$ cat config.mk
export PLATFORM = sky130hd
export DESIGN_NAME = steering_override_command_controller
export DESIGN_NICKNAME = d
export VERILOG_FILES = /design/src/rtl/core/socc_pkg.sv /design/src/rtl/core/steering_override_command_controller.sv
export SDC_FILE = /design/constraint.sdc
export NUM_CORES = 1
export LEC_CHECK = 0
export ABC_AREA = 1
export BUFFER_PORTS_ARGS = -buffer_cell sky130_fd_sc_hd__buf_2
export CAP_MARGIN = 20
export CORE_MARGIN = 1
export CORE_UTILIZATION = 25
export DETAILED_ROUTE_END_ITERATION = 12
export PLACE_DENSITY = 0.49
export SYNTH_ARGS = -nofsm -noshare
export SYNTH_HDL_FRONTEND = slang
export SYNTH_SLANG_ARGS = --single-unit
$ cat constraint.sdc
create_clock -name clk_i -period 4.8 [get_ports clk_i]
set_clock_uncertainty 0.1 [all_clocks]
set_input_delay 0.96 -clock clk_i [delete_from_list [all_inputs] [get_ports clk_i]]
set_output_delay 0.96 -clock clk_i [all_outputs]
set_load 0.005 [all_outputs]
$ cat src/rtl/core/socc_pkg.sv
// Package for the steering override command controller.
// Holds the item kind, status and config index codes, the command byte values,
// the PWM and hold constants, the data widths and the result layout. No dependencies.
package socc_pkg;

  typedef enum logic [1:0] {
    REQ_HOST   = 2'd0,
    REQ_SWITCH = 2'd1,
    REQ_TICK   = 2'd2,
    REQ_SPARE  = 2'd3
  } req_type_e;

  typedef enum logic [1:0] {
    REMOTE_NONE  = 2'd0,
    REMOTE_START = 2'd1,
    REMOTE_STOP  = 2'd2,
    REMOTE_RSVD  = 2'd3
  } remote_code_e;

  typedef enum logic [0:0] {
    CFG_LONG_HOLD   = 1'b0,
    CFG_FAST_REPORT = 1'b1
  } cfg_index_e;

  localparam logic [7:0] FwdLowByte    = 8'd30;
  localparam logic [7:0] FwdHighByte   = 8'd65;
  localparam logic [7:0] RelayOnByte   = 8'h79;  // 'y'
  localparam logic [7:0] RelayOffByte  = 8'h6e;  // 'n'
  localparam logic [7:0] CancelByte    = 8'd70;
  localparam logic [7:0] OvrLowByte    = 8'd71;
  localparam logic [7:0] OvrHighByte   = 8'd87;
  localparam logic [7:0] StartByte     = 8'd10;
  localparam logic [7:0] StopByte      = 8'd20;

  localparam logic [10:0] PwmBase      = 11'd1100;  // 71*50 - 2450
  localparam logic [5:0]  PwmStep      = 6'd50;
  localparam logic [10:0] PwmReset     = 11'd1500;

  localparam logic [5:0] HoldLongFast  = 6'd50;
  localparam logic [5:0] HoldLongSlow  = 6'd10;
  localparam logic [5:0] HoldShortFast = 6'd10;
  localparam logic [5:0] HoldShortSlow = 6'd2;

  localparam int unsigned InDataWidth  = 24;
  localparam int unsigned OutDataWidth = 32;

  typedef struct packed {
    logic [2:0]   pad;
    remote_code_e remote_status;
    logic [7:0]   forward_byte;
    logic         forward_valid;
    logic         relay_on;
    logic         override_active;
    logic [15:0]  pwm_us;
  } result_t;

endpackage

$ cat src/rtl/core/steering_override_command_controller.sv
// Top level of the steering override command controller.
// Decodes host, switch and tick items and registers one result per item.
// Depends on socc_pkg.

// One item is accepted per clock; its result appears in the output register
// on the next cycle. The state update is a single decode between the input
// handshake and the result register, so an item may follow every cycle. The
// output register frees as its result is taken, so input and output stall
// together only while a result waits with m_axis_tready low. Configuration
// writes are always taken.
module steering_override_command_controller #(
  parameter int unsigned REMOTE_HOLD_TICKS = 5
) (
  input  logic                             clk_i,
  input  logic                             rst_ni,
  input  logic                             cfg_valid_i,
  output logic                             cfg_ready_o,
  input  socc_pkg::cfg_index_e             cfg_index_i,
  input  logic                             cfg_data_i,
  input  logic                             s_axis_tvalid_i,
  output logic                             s_axis_tready_o,
  // cmd_byte [7:0], passthrough_pwm [23:8]
  input  logic [socc_pkg::InDataWidth-1:0]  s_axis_tdata_i,
  // req_type [1:0]
  input  socc_pkg::req_type_e              s_axis_tuser_i,
  output logic                             m_axis_tvalid_o,
  input  logic                             m_axis_tready_i,
  // pwm_us [15:0], override_active [16], relay_on [17], forward_valid [18],
  // forward_byte [26:19], remote_status [28:27], zero [31:29]
  output logic [socc_pkg::OutDataWidth-1:0] m_axis_tdata_o
);
  import socc_pkg::*;

  logic         long_hold_q, fast_report_q;
  logic         override_on_q, override_on_d;
  logic [10:0]  manual_pwm_q, manual_pwm_d;
  logic [5:0]   override_ticks_q, override_ticks_d;
  remote_code_e remote_code_q, remote_code_d;
  logic [7:0]   remote_ticks_q, remote_ticks_d;
  logic         slow_period_q, slow_period_d;
  logic         relay_state_q, relay_state_d;
  logic         out_valid_q;
  result_t      result_q, result_d;

  logic [7:0]   cmd_byte;
  logic [15:0]  pass_pwm;
  logic         accept;
  logic         fwd;
  logic [5:0]   hold;
  logic [4:0]   ovr_offset;
  logic [10:0]  ovr_pwm;

  assign cmd_byte        = s_axis_tdata_i[7:0];
  assign pass_pwm        = s_axis_tdata_i[23:8];
  assign cfg_ready_o     = 1'b1;
  assign s_axis_tready_o = !out_valid_q || m_axis_tready_i;
  assign accept          = s_axis_tvalid_i && s_axis_tready_o;
  assign m_axis_tvalid_o = out_valid_q;
  assign m_axis_tdata_o  = result_q;

  assign hold = long_hold_q ? (slow_period_q ? HoldLongSlow : HoldLongFast)
                            : (slow_period_q ? HoldShortSlow : HoldShortFast);
  assign ovr_offset = 5'(cmd_byte - OvrLowByte);
  assign ovr_pwm    = PwmBase + 11'(ovr_offset) * 11'(PwmStep);

  always_comb begin
    override_on_d    = override_on_q;
    manual_pwm_d     = manual_pwm_q;
    override_ticks_d = override_ticks_q;
    remote_code_d    = remote_code_q;
    remote_ticks_d   = remote_ticks_q;
    slow_period_d    = slow_period_q;
    relay_state_d    = relay_state_q;
    fwd              = 1'b0;
    case (s_axis_tuser_i)
      REQ_HOST: begin
        fwd = (cmd_byte >= FwdLowByte) && (cmd_byte <= FwdHighByte);
        if (cmd_byte == RelayOnByte) begin
          relay_state_d = 1'b1;
        end else if (cmd_byte == RelayOffByte) begin
          relay_state_d = 1'b0;
        end
        if (cmd_byte == CancelByte) begin
          override_on_d    = 1'b0;
          override_ticks_d = '0;
        end
        if ((cmd_byte >= OvrLowByte) && (cmd_byte <= OvrHighByte)) begin
          override_on_d    = 1'b1;
          manual_pwm_d     = ovr_pwm;
          override_ticks_d = hold;
        end
      end
      REQ_SWITCH: begin
        if (cmd_byte == StartByte) begin
          remote_code_d  = REMOTE_START;
          remote_ticks_d = 8'(REMOTE_HOLD_TICKS);
        end else if (cmd_byte == StopByte) begin
          remote_code_d  = REMOTE_STOP;
          remote_ticks_d = 8'(REMOTE_HOLD_TICKS);
        end
      end
      REQ_TICK: begin
        remote_ticks_d = remote_ticks_q - 8'd1;
        if (remote_ticks_d == 8'd0) begin
          remote_code_d = REMOTE_NONE;
        end
        if (override_ticks_q != 6'd0) begin
          override_ticks_d = override_ticks_q - 6'd1;
        end else begin
          override_on_d = 1'b0;
        end
        slow_period_d = !fast_report_q;
      end
      default: begin
      end
    endcase

    result_d.pad             = '0;
    result_d.pwm_us          = override_on_d ? {5'd0, manual_pwm_d} : pass_pwm;
    result_d.override_active = override_on_d;
    result_d.relay_on        = relay_state_d;
    result_d.forward_valid   = fwd;
    result_d.forward_byte    = fwd ? cmd_byte : 8'd0;
    result_d.remote_status   = remote_code_d;
  end

  always_ff @(posedge clk_i or negedge rst_ni) begin
    if (!rst_ni) begin
      long_hold_q   <= 1'b0;
      fast_report_q <= 1'b0;
    end else if (cfg_valid_i) begin
      case (cfg_index_i)
        CFG_LONG_HOLD:   long_hold_q   <= cfg_data_i;
        CFG_FAST_REPORT: fast_report_q <= cfg_data_i;
        default: begin
        end
      endcase
    end
  end

  always_ff @(posedge clk_i or negedge rst_ni) begin
    if (!rst_ni) begin
      override_on_q    <= 1'b0;
      manual_pwm_q     <= PwmReset;
      override_ticks_q <= '0;
      remote_code_q    <= REMOTE_NONE;
      remote_ticks_q   <= '0;
      slow_period_q    <= 1'b0;
      relay_state_q    <= 1'b0;
    end else if (accept) begin
      override_on_q    <= override_on_d;
      manual_pwm_q     <= manual_pwm_d;
      override_ticks_q <= override_ticks_d;
      remote_code_q    <= remote_code_d;
      remote_ticks_q   <= remote_ticks_d;
      slow_period_q    <= slow_period_d;
      relay_state_q    <= relay_state_d;
    end
  end

  always_ff @(posedge clk_i or negedge rst_ni) begin
    if (!rst_ni) begin
      out_valid_q <= 1'b0;
    end else if (s_axis_tready_o) begin
      out_valid_q <= s_axis_tvalid_i;
    end
  end

  always_ff @(posedge clk_i) begin
    if (accept) begin
      result_q <= result_d;
    end
  end

endmodule
==> impl_metrics.py <==
metrics = {
    "run_status": {
        "outcome": "finished clean",
    },
    "power_and_ir_drop": {
        "p_int_mw": 1.32,
        "ir_drop_mv": 0.170,
        "p_comb_share_pct": 30.6,
        "p_switching_mw": 0.683,
        "clockPowerShare_pct": 32.1,
        "power.density_nw_per_um2": 422,
        "leakagePower_nw": 2.39,
        "p_sw_share_pct": 34.2,
        "pwr-share-seq_pct": 37.4,
    },
    "floorplan": {
        "initial_core_util_pct": 25.7,
        "dieArea_um2": 16200,
        "coreArea_um2": 15300,
        "std_cell_rows": 45,
        "die_y_um": 127,
        "fp.dieW_um": 127,
        "io_pins": 68,
    },
    "worst_setup_path": {
        "startpoint_type": "input port",
        "crit_chain": "buf_2 -> inv_1 -> ha_1 -> ha_1 -> ha_1 -> fa_1 -> xor2_1 -> nand3_1 -> nor2_1 -> nand2_1 -> nand2_1 -> nand3_1 -> nand2_1 -> nand2_1",
        "arrival_ps": 3790,
        "crit_type": "input port to flop",
        "reg2reg_slack_ps": 2790,
        "crit_path_end_kind": "flop",
        "critPathMaxFanout": 10,
        "cpMostUsedCell": "nand2_1",
        "cpMaxStageDelayCell": "fa_1",
        "cp.required_ps": 4800,
        "max_stage_delay_ps": 470,
    },
    "clock_network": {
        "holdBufCountCts": 0,
        "numClockSinks": 62,
        "cts_buffers": 9,
        "post_cts_buffers": 0,
        "cts-htree-levels": 3,
        "ctsResizeCount": 0,
        "cts_tree": "yes",
        "root_buffer": "clkbuf_16",
        "clk_pin_slew_ps": 60,
        "clockBufferDepth": 2,
        "clk_latency_ps": 340,
    },
    "min_path": {
        "hold_class": "flop to flop",
    },
    "routing": {
        "drc_errors": 0,
        "routed_wl_mm": 9.15,
        "viasPerCell": 4.24,
        "dr.pass1.iters": 4,
        "postRouteAntennaNets": 0,
        "drtIter0Drc": 187,
        "wl_per_cell_um": 11.7,
        "vias": 3301,
    },
    "sta": {
        "rsz0062_at_grt": "false",
        "period_share_pct": 78.9,
        "slew_headroom_pct": 46.9,
        "setup_tns_ps": 0,
        "drv_slew": 0,
        "setup_viol": 0,
        "min_period_ps": 3790,
        "tightest_slew_ps": 796,
        "final_hold_viol_count": 0,
        "fmax_mhz": 264,
    },
    "job": {
        "maxCapViolCount": 0,
    },
    "synthesis": {
        "ys_seq_elements": 62,
        "syn-cell-area_um2": 3920,
        "yosysWarnings": 0,
        "seq_area_frac_synth_pct": 43.5,
        "syn-instance-count": 495,
        "synth_ff_type": "edfxtp_1",
        "synth_edf_count": 29,
        "ys_types": 45,
        "async_flop_share_pct": 53.2,
        "syn_avg_cell_area_um2": 7.93,
    },
    "placement": {
        "port_buffers": 63,
        "dpl_cell_area_um2": 4450,
        "place.gp.congestion": 0.804,
        "dpl.hpwl_mm": 6.74,
    },
    "layout": {
        "antenna_cells": 0,
        "syn_to_final_growth_pct": 20.8,
        "num-nets-final": 624,
        "drive_above_1_share_pct": 18.1,
        "finalInstanceArea_um2": 4740,
    },
    "global_route": {
        "use_met2_pct": 18.4,
        "grt_pass1_wl_mm": 15.1,
        "met1_usage_pct": 16.0,
        "grt_pass1_vias": 3156,
        "gr-usage-met3_pct": 4.10,
        "antenna_found_initial": 0,
        "grt.busiest_layer": "met2",
        "grt-ovfl-total": 0,
        "grt_start_max_net_pins": 34,
        "gr-usage-all-layers_pct": 12.0,
    },
}
[cell type report]
class,count,area (um^2)
fillers,1635,10500
multi-input cells,349,1860
flip-flops and latches,62,1710
repair buffers,64,323
inverters,77,292
well taps,211,264
clock buffers,9,225
clock inverters,7,65.1
[state kept, by name, indices dropped and copies added, names as in the netlist]
signal	cells
manual_pwm_q	11
override_on_q	1
long_hold_q	1
m_axis_tdata_o	29
slow_period_q	1
m_axis_tvalid_o	1
remote_code_q	2
relay_state_q	1
remote_ticks_q	8
fast_report_q	1
override_ticks_q	6
[path summary, 6_finish.rpt]
path,endpoint,startpoint,cells past startpoint
setup reg to reg,m_axis_tdata_o[19],m_axis_tvalid_o,4
setup / recovery,m_axis_tdata_o[10],s_axis_tdata_i[0],14
hold / removal,slow_period_q,fast_report_q,1
hold reg to reg,slow_period_q,fast_report_q,1
max in group asynchronous,override_ticks_q[1],rst_ni,1
min in group asynchronous,remote_ticks_q[6],rst_ni,1
[cell usage in the layout, fill, tap and decap left out, types with 3 or more instances in the layout]
master / n
xor2_1: 4
o21ai_0: 25
edfxtp_1: 29
buf_2: 63
dfstp_2: 7
a31oi_1: 4
nand2_1: 142
clkinv_2: 3
or2_2: 3
conb_1: 5
o21ai_1: 7
nand2_2: 3
ha_1: 27
o22ai_1: 3
a21oi_1: 11
o31ai_1: 3
xnor2_1: 3
nand4_1: 9
clkbuf_16: 9
nand3_1: 37
dfrtp_1: 26
inv_1: 73
nor2_1: 41
[layer usage]
| metal | part of all wire, % | vias to the layer above |
|---|---|---|
| met5 | 0 | - |
| met4 | 0.50 | 0 |
| met3 | 5.0 | 2 |
| met2 | 43 | 67 |
| met1 | 51 | 1507 |
| li1 | - | 1725 |
[critical path, delay by kind of cell]
family | cells | cell delay (ps)
fa+ha+maj | 4 | 1550
simple gates | 7 | 650
xor+xnor | 1 | 320
buf+inv | 2 | 300
[per-stage QoR]
step / utilization [%] / std cells / hold WS, ps / power, mW / setup WS [ps]
after floorplan: - / 498 / 327 / 1.21 / 967
after global placement: 29.2 / 763 / 354 / 1.36 / 721
after detailed placement: 29.2 / 763 / 357 / 1.37 / 692
after CTS: 31.1 / 779 / 367 / 2.03 / 1020
after global routing: 31.1 / 779 / 393 / 2.16 / 777
final: 31.1 / 779 / 352 / 2.00 / 1010
[Yosys cell counts, types with 2 or more instances]
library cell | n | area share [%]
nor3_1 | 2 | 0.26
edfxtp_1 | 29 | 22
nor2_1 | 41 | 3.9
conb_1 | 2 | 0.19
or2_1 | 2 | 0.32
a21oi_1 | 11 | 1.4
buf_6 | 2 | 0.57
dfrtp_1 | 26 | 17
a31oi_1 | 4 | 0.64
nand2_2 | 3 | 0.48
o21ai_1 | 7 | 0.89
inv_1 | 73 | 7.0
xnor2_1 | 3 | 0.67
ha_1 | 27 | 8.6
inv_2 | 2 | 0.19
a21boi_0 | 2 | 0.38
o21ai_0 | 25 | 3.2
nand4_1 | 9 | 1.4
xor2_1 | 4 | 0.89
nand3_1 | 37 | 4.7
o22ai_1 | 3 | 0.48
nand2_1 | 142 | 14
o31ai_1 | 3 | 0.57
buf_4 | 5 | 0.96
buf_2 | 2 | 0.26
nor2_2 | 2 | 0.32
or2_2 | 3 | 0.48
dfstp_2 | 7 | 4.7
[cell families after synthesis]
| logic type | synth area share [%] |
|---|---|
| XOR/XNOR | 1.56 |
| flip-flops | 43.5 |
| multiplexers | 0.255 |
| buffers and inverters | 9.31 |
| other | 0.191 |
| AO/OA/AOI/OAI | 8.96 |
| AND/OR/NAND/NOR | 27.1 |
| adder cells (fa/ha/maj) | 9.12 |
[power by group through the flow]
stage,logic (mW),clock network [mW],registers (mW)
5_1_grt,0.712,0.690,0.759
2_1_floorplan,0.461,0,0.747
6_report,0.611,0.641,0.747
3_3_place_gp,0.604,0,0.753
4_1_cts,0.615,0.663,0.747
3_5_place_dp,0.612,0,0.755
Note: power is estimated with default switching activity, not from simulation.
